==> config.mk <==
export PLATFORM = sky130hd
export DESIGN_NAME = cxalu_ctrl
export DESIGN_NICKNAME = d
export VERILOG_FILES = /design/src/cxalu_pkg.sv /design/src/cxalu_ctrl.sv
export SDC_FILE = /design/constraint.sdc
export NUM_CORES = 1
export LEC_CHECK = 0
export CORE_MARGIN = 5
export CORE_UTILIZATION = 50
export DETAILED_ROUTE_END_ITERATION = 10
export DONT_BUFFER_PORTS = 1
export SYNTH_ARGS = -nofsm -noshare
export SYNTH_HDL_FRONTEND = slang
export SYNTH_SLANG_ARGS = --single-unit
==> constraint.sdc <==
create_clock -name clock -period 2.5 [get_ports clock]
set_input_delay 0.125 -clock clock [delete_from_list [all_inputs] [get_ports clock]]
set_output_delay 0.125 -clock clock [all_outputs]
set_load 0.1 [all_outputs]
==> src/cxalu_pkg.sv <==
`default_nettype none
package cxalu_pkg;

   localparam int FRAC_BITS_DEF = 16;
   // Quotient bits produced by the divider; any larger quotient saturates.
   localparam int DIV_QBITS = 34;
   localparam int STEP_W = 6;

   typedef enum logic [2:0] {
      CMD_LOAD = 3'd0,
      CMD_ADD  = 3'd1,
      CMD_SUB  = 3'd2,
      CMD_MUL  = 3'd3,
      CMD_DIV  = 3'd4
   } cmd_type;

   // Order in which the shared multiplier forms the partial products.
   typedef enum logic [2:0] {
      PRD_AC = 3'd0,
      PRD_BD = 3'd1,
      PRD_BC = 3'd2,
      PRD_AD = 3'd3,
      PRD_CC = 3'd4,
      PRD_DD = 3'd5
   } prd_type;

   typedef enum logic [2:0] {
      ST_IDLE,
      ST_PROD,
      ST_DIV_LOAD,
      ST_DIV_ITER,
      ST_DIV_STORE,
      ST_WB
   } ctl_state_type;

   typedef struct packed {
      logic    capture;
      logic    mul_en;
      prd_type mul_sel;
      logic    acc_en;
      prd_type acc_sel;
      logic    div_load;
      logic    div_iter;
      logic    div_store;
      logic    div_part;
      logic    write_back;
   } dp_cmd_type;

endpackage
`default_nettype wire

==> src/cxalu_ctrl.sv <==
`default_nettype none
module cxalu_ctrl (
   input  wire logic                  clock,
   input  wire logic                  reset,
   input  wire logic                  req_valid,
   output logic                       req_ready,
   input  wire logic [2:0]            req_command,
   output logic                       rsp_valid,
   input  wire logic                  rsp_ready,
   output cxalu_pkg::dp_cmd_type      dp_cmd
);
   import cxalu_pkg::*;

   ctl_state_type     state_ff, state_in;
   logic [STEP_W-1:0] step_ff, step_in;
   logic              part_ff, part_in;
   logic              is_div_ff, is_div_in;
   logic              rsp_valid_ff, rsp_valid_in;
   logic              accept;
   logic              out_free;
   logic [STEP_W-1:0] last_step;
   logic [STEP_W-1:0] step_m1;

   assign accept    = req_valid && req_ready;
   assign out_free  = !rsp_valid_ff || rsp_ready;
   // Multiply ends after accumulating a*d; divide also needs c*c + d*d.
   assign last_step = is_div_ff ? STEP_W'(PRD_DD + 1) : STEP_W'(PRD_AD + 1);
   assign step_m1   = step_ff - STEP_W'(1);
   assign rsp_valid = rsp_valid_ff;

   always_comb begin
      state_in  = state_ff;
      step_in   = step_ff;
      part_in   = part_ff;
      is_div_in = is_div_ff;
      unique case (state_ff)
         ST_IDLE: begin
            if (accept) begin
               step_in   = '0;
               part_in   = 1'b0;
               is_div_in = (req_command == CMD_DIV);
               if (req_command == CMD_MUL || req_command == CMD_DIV) begin
                  state_in = ST_PROD;
               end else begin
                  state_in = ST_WB;
               end
            end
         end
         ST_PROD: begin
            step_in = step_ff + STEP_W'(1);
            if (step_ff == last_step) begin
               step_in  = '0;
               state_in = is_div_ff ? ST_DIV_LOAD : ST_WB;
            end
         end
         ST_DIV_LOAD: begin
            step_in  = '0;
            state_in = ST_DIV_ITER;
         end
         ST_DIV_ITER: begin
            step_in = step_ff + STEP_W'(1);
            if (step_ff == STEP_W'(DIV_QBITS - 1)) begin
               state_in = ST_DIV_STORE;
            end
         end
         ST_DIV_STORE: begin
            if (!part_ff) begin
               part_in  = 1'b1;
               state_in = ST_DIV_LOAD;
            end else begin
               state_in = ST_WB;
            end
         end
         ST_WB: begin
            if (out_free) begin
               state_in = ST_IDLE;
            end
         end
         default: state_in = ST_IDLE;
      endcase
   end

   always_comb begin
      req_ready          = (state_ff == ST_IDLE);
      dp_cmd             = '0;
      dp_cmd.capture     = accept;
      dp_cmd.div_part    = part_ff;
      dp_cmd.mul_sel     = prd_type'(step_ff[2:0]);
      dp_cmd.acc_sel     = prd_type'(step_m1[2:0]);
      unique case (state_ff)
         ST_PROD: begin
            dp_cmd.mul_en = (step_ff <= STEP_W'(PRD_DD));
            dp_cmd.acc_en = (step_ff != '0);
         end
         ST_DIV_LOAD:  dp_cmd.div_load   = 1'b1;
         ST_DIV_ITER:  dp_cmd.div_iter   = 1'b1;
         ST_DIV_STORE: dp_cmd.div_store  = 1'b1;
         ST_WB:        dp_cmd.write_back = out_free;
         default: ;
      endcase
      if (dp_cmd.write_back) begin
         rsp_valid_in = 1'b1;
      end else if (rsp_ready) begin
         rsp_valid_in = 1'b0;
      end else begin
         rsp_valid_in = rsp_valid_ff;
      end
   end

   always_ff @(posedge clock) begin
      if (reset) begin
         state_ff     <= ST_IDLE;
         step_ff      <= '0;
         part_ff      <= 1'b0;
         is_div_ff    <= 1'b0;
         rsp_valid_ff <= 1'b0;
      end else begin
         state_ff     <= state_in;
         step_ff      <= step_in;
         part_ff      <= part_in;
         is_div_ff    <= is_div_in;
         rsp_valid_ff <= rsp_valid_in;
      end
   end

endmodule
`default_nettype wire

==> out/qor.txt <==
most frequent cells in the layout: 12 x dfxtp_1, 11 x nor2_1, 11 x buf_4, 9 x inv_1, 7 x a21oi_1
TritonCTS clock tree: done
num ports: 23
CP Class: reg -> out
R2R Setup Slk: 0.65 ns
aggregate global routing overflow: 0
gr usage total: 18.2%
Final Skew: 0.0116 ns
clock slew at reported path FFs: 0.08 ns
initial antenna violation count: 0
crit end category: output port
Setup Fix Bufs, Post-CTS: 0
antenna viol nets, final: 0
pin count of the biggest net entering global routing: 15
min cycle time layout: 2.05 ns
buffers added on ports: 0
1st-iter DRT viols: 12
hold path start: rsp_ready
worst reg2reg path startpoint: state_ff[0]
worst skew pair latency: 0.28 ns
vias in the first global route: 722
Hold Path Class: in -> reg
clk root buf: clkbuf_4
worst reg2reg path depth: 4
RSZ-0062 raised after global routing: false
placed cell areas: 1070 µm²
YS warnings: 0
Worst setup endpoint: dp_cmd[12]
max cap viols: 0
Vias per Instance: 5.85
Final Wtd Congestion: 0.819
max-slew violations: 0
Net count, final: 129
area grow syn2layout: 28.8%
worst path cell trace: nand2b_1 -> nor2_1 -> o311a_1 -> buf_12
Reg2Reg Capture Point: state_ff[2]
CP arrival: 1.92 ns
status: finished clean
Initial Util: 51.1%
Syn Nets: 117
Post-CTS Resized: 0
largest buffer count on any clock path: 2
Slew Limit Headroom: 61.2%
drt first pass iters: 4
CP required: 2.38 ns
slowest CP cell: dfxtp_1
final WL: 2160 µm
Rows: 15
Worst path top cell family by delay: flip-flops
Antenna diodes: 0
Worst path depth: 4
sequential area share after synthesis: 27.8%
syn_area_per_cell: 8.07 µm²
via total after detailed routing: 790
DRC viols: 0
fmax: 489 MHz
final setup fails: 0
Post-Synthesis Cells: 107
die width: 51.6 µm
multi-input logic area: 563 µm²
TritonCTS Buffers: 3
fin area: 1110 µm²
Die H: 51.6 µm
clk sinks: 12
Yosys cell types: 37
fraction of layout cells with a size suffix above 1: 27.1%
Seq cells post-synth: 12
CP Launch Type: flop
Tcrit/Tclk final: 81.8%
DIE AREA: 2660 µm²
crit-path max FO: 14
Slowest Stage Delay on Critical Path: 0.70 ns
Core ar.: 1690 µm²
actual slew at the worst max-slew pin: 0.581 ns
synthesized area: 863 µm²
most common cell after layout, fill and taps aside: dfxtp_1
first-pass GRT wire length: 3540 µm
fillers: 159
origin of the worst setup path: state_ff[0]
H-tree depth: 1
crit path buf inv count: 1
DP Wirelength: 1670 µm
Routed WL per cell: 16.0 µm
Final Hold Violating Endpoints: 0
Sequential cell area: 240 µm²
==> routing by layer <==
| metal | vias to the layer above | part of all wire, % | GRT usage (%) |
|---|---|---|---|
| li1 | 386 | - | - |
| met1 | 374 | 42 | 22.2 |
| met2 | 25 | 48 | 29.0 |
| met3 | 5 | 8.0 | 6.88 |
| met4 | 0 | 1.9 | 6.55 |
| met5 | - | 0 | 0 |
==> state kept, by name, indices dropped and copies added, names as in the netlist <==
| register | flops |
|---|---|
| is_div_ff | 1 |
| state_ff | 3 |
| rsp_valid | 1 |
| step_ff | 6 |
| part_ff | 1 |
==> per-stage QoR <==
stage | util [%] | cells | setup WS [ns] | TNS, ns | hold WS, ns
after floorplan | - | 107 | -0.322 | -0.322 | 0.194
after detailed placement | 63.1 | 130 | 0.711 | 0 | 0.199
after global placement | 63.1 | 130 | 0.775 | 0 | 0.197
after CTS | 65.9 | 135 | 0.483 | 0 | 0.0351
after global routing | 65.9 | 135 | 0.386 | 0 | 0.0503
final | 65.9 | 135 | 0.455 | 0 | 0.0364
==> worst min-delay path by stage <==
stage          depth (start not counted)         to
2_1_floorplan                          1  rsp_valid
3_3_place_gp                           1  rsp_valid
3_5_place_dp                           1  rsp_valid
4_1_cts                                2  rsp_valid
5_1_grt                                2  rsp_valid
6_report                               2  rsp_valid
==> area by class of cell <==
cell class / instances / share of cell area (%)
Inverter: 9 / 3.04
Tap cell: 17 / 1.91
Sequential cell: 12 / 21.6
Timing Repair Buffer: 18 / 19.6
Multi-Input combinational cell: 75 / 50.6
Clock buffer: 4 / 3.26
==> what timing repair did <==
action                     4_1_cts  5_1_grt
hold endpoints to repair         4        0
setup endpoints to repair        0        0
hold buffers                     1        0
==> logic make-up (layout without fill, tap and decap cells) <==
logic type / after synthesis / after routing / synth area share [%]
adder cells (fa/ha/maj): 3 / 3 / 4.35
flip-flops: 12 / 12 / 27.8
buffers and inverters: 20 / 31 / 12.8
AO/OA/AOI/OAI: 23 / 23 / 17.8
multiplexers: 1 / 1 / 1.74
XOR/XNOR: 6 / 6 / 6.09
AND/OR/NAND/NOR: 42 / 42 / 29.4
==> cells in the mapped netlist <==
| cell type | number | area share (%) |
|---|---|---|
| nor3b_1 | 2 | 1.7 |
| nor3_2 | 2 | 2.3 |
| or3b_2 | 2 | 2.0 |
| nor2b_1 | 3 | 2.2 |
| o21ai_0 | 4 | 2.3 |
| a211o_1 | 1 | 1.0 |
| o2bb2ai_1 | 1 | 1.0 |
| nand2_1 | 4 | 1.7 |
| nor3_4 | 1 | 1.9 |
| nand4b_1 | 1 | 1.0 |
| nor4bb_1 | 1 | 1.2 |
| mux2_4 | 1 | 1.7 |
| clkbuf_1 | 1 | 0.43 |
| buf_4 | 9 | 7.8 |
| o31ai_1 | 1 | 0.87 |
| nor2_1 | 11 | 4.8 |
| nor4b_1 | 1 | 1.0 |
| a311oi_1 | 2 | 2.0 |
| ha_1 | 3 | 4.3 |
| xor2_1 | 1 | 1.0 |
| nand3b_1 | 2 | 1.7 |
| xnor2_1 | 5 | 5.1 |
| and2b_1 | 1 | 0.87 |
| inv_1 | 9 | 3.9 |
| dfxtp_1 | 12 | 28 |
| nand3_1 | 4 | 2.3 |
| buf_2 | 1 | 0.58 |
| a21oi_1 | 7 | 4.1 |
| o311a_1 | 1 | 1.2 |
| o211ai_1 | 1 | 0.87 |
| nor3_1 | 3 | 1.7 |
| or3_1 | 1 | 0.73 |
| and2_1 | 1 | 0.73 |
| a41oi_1 | 2 | 2.0 |
| o21a_1 | 2 | 1.7 |
| nand2b_1 | 2 | 1.4 |
| a31oi_1 | 1 | 0.73 |
Power is not shown: default switching activity piles up to over one toggle a cycle in this logic, so the estimate is an artifact.
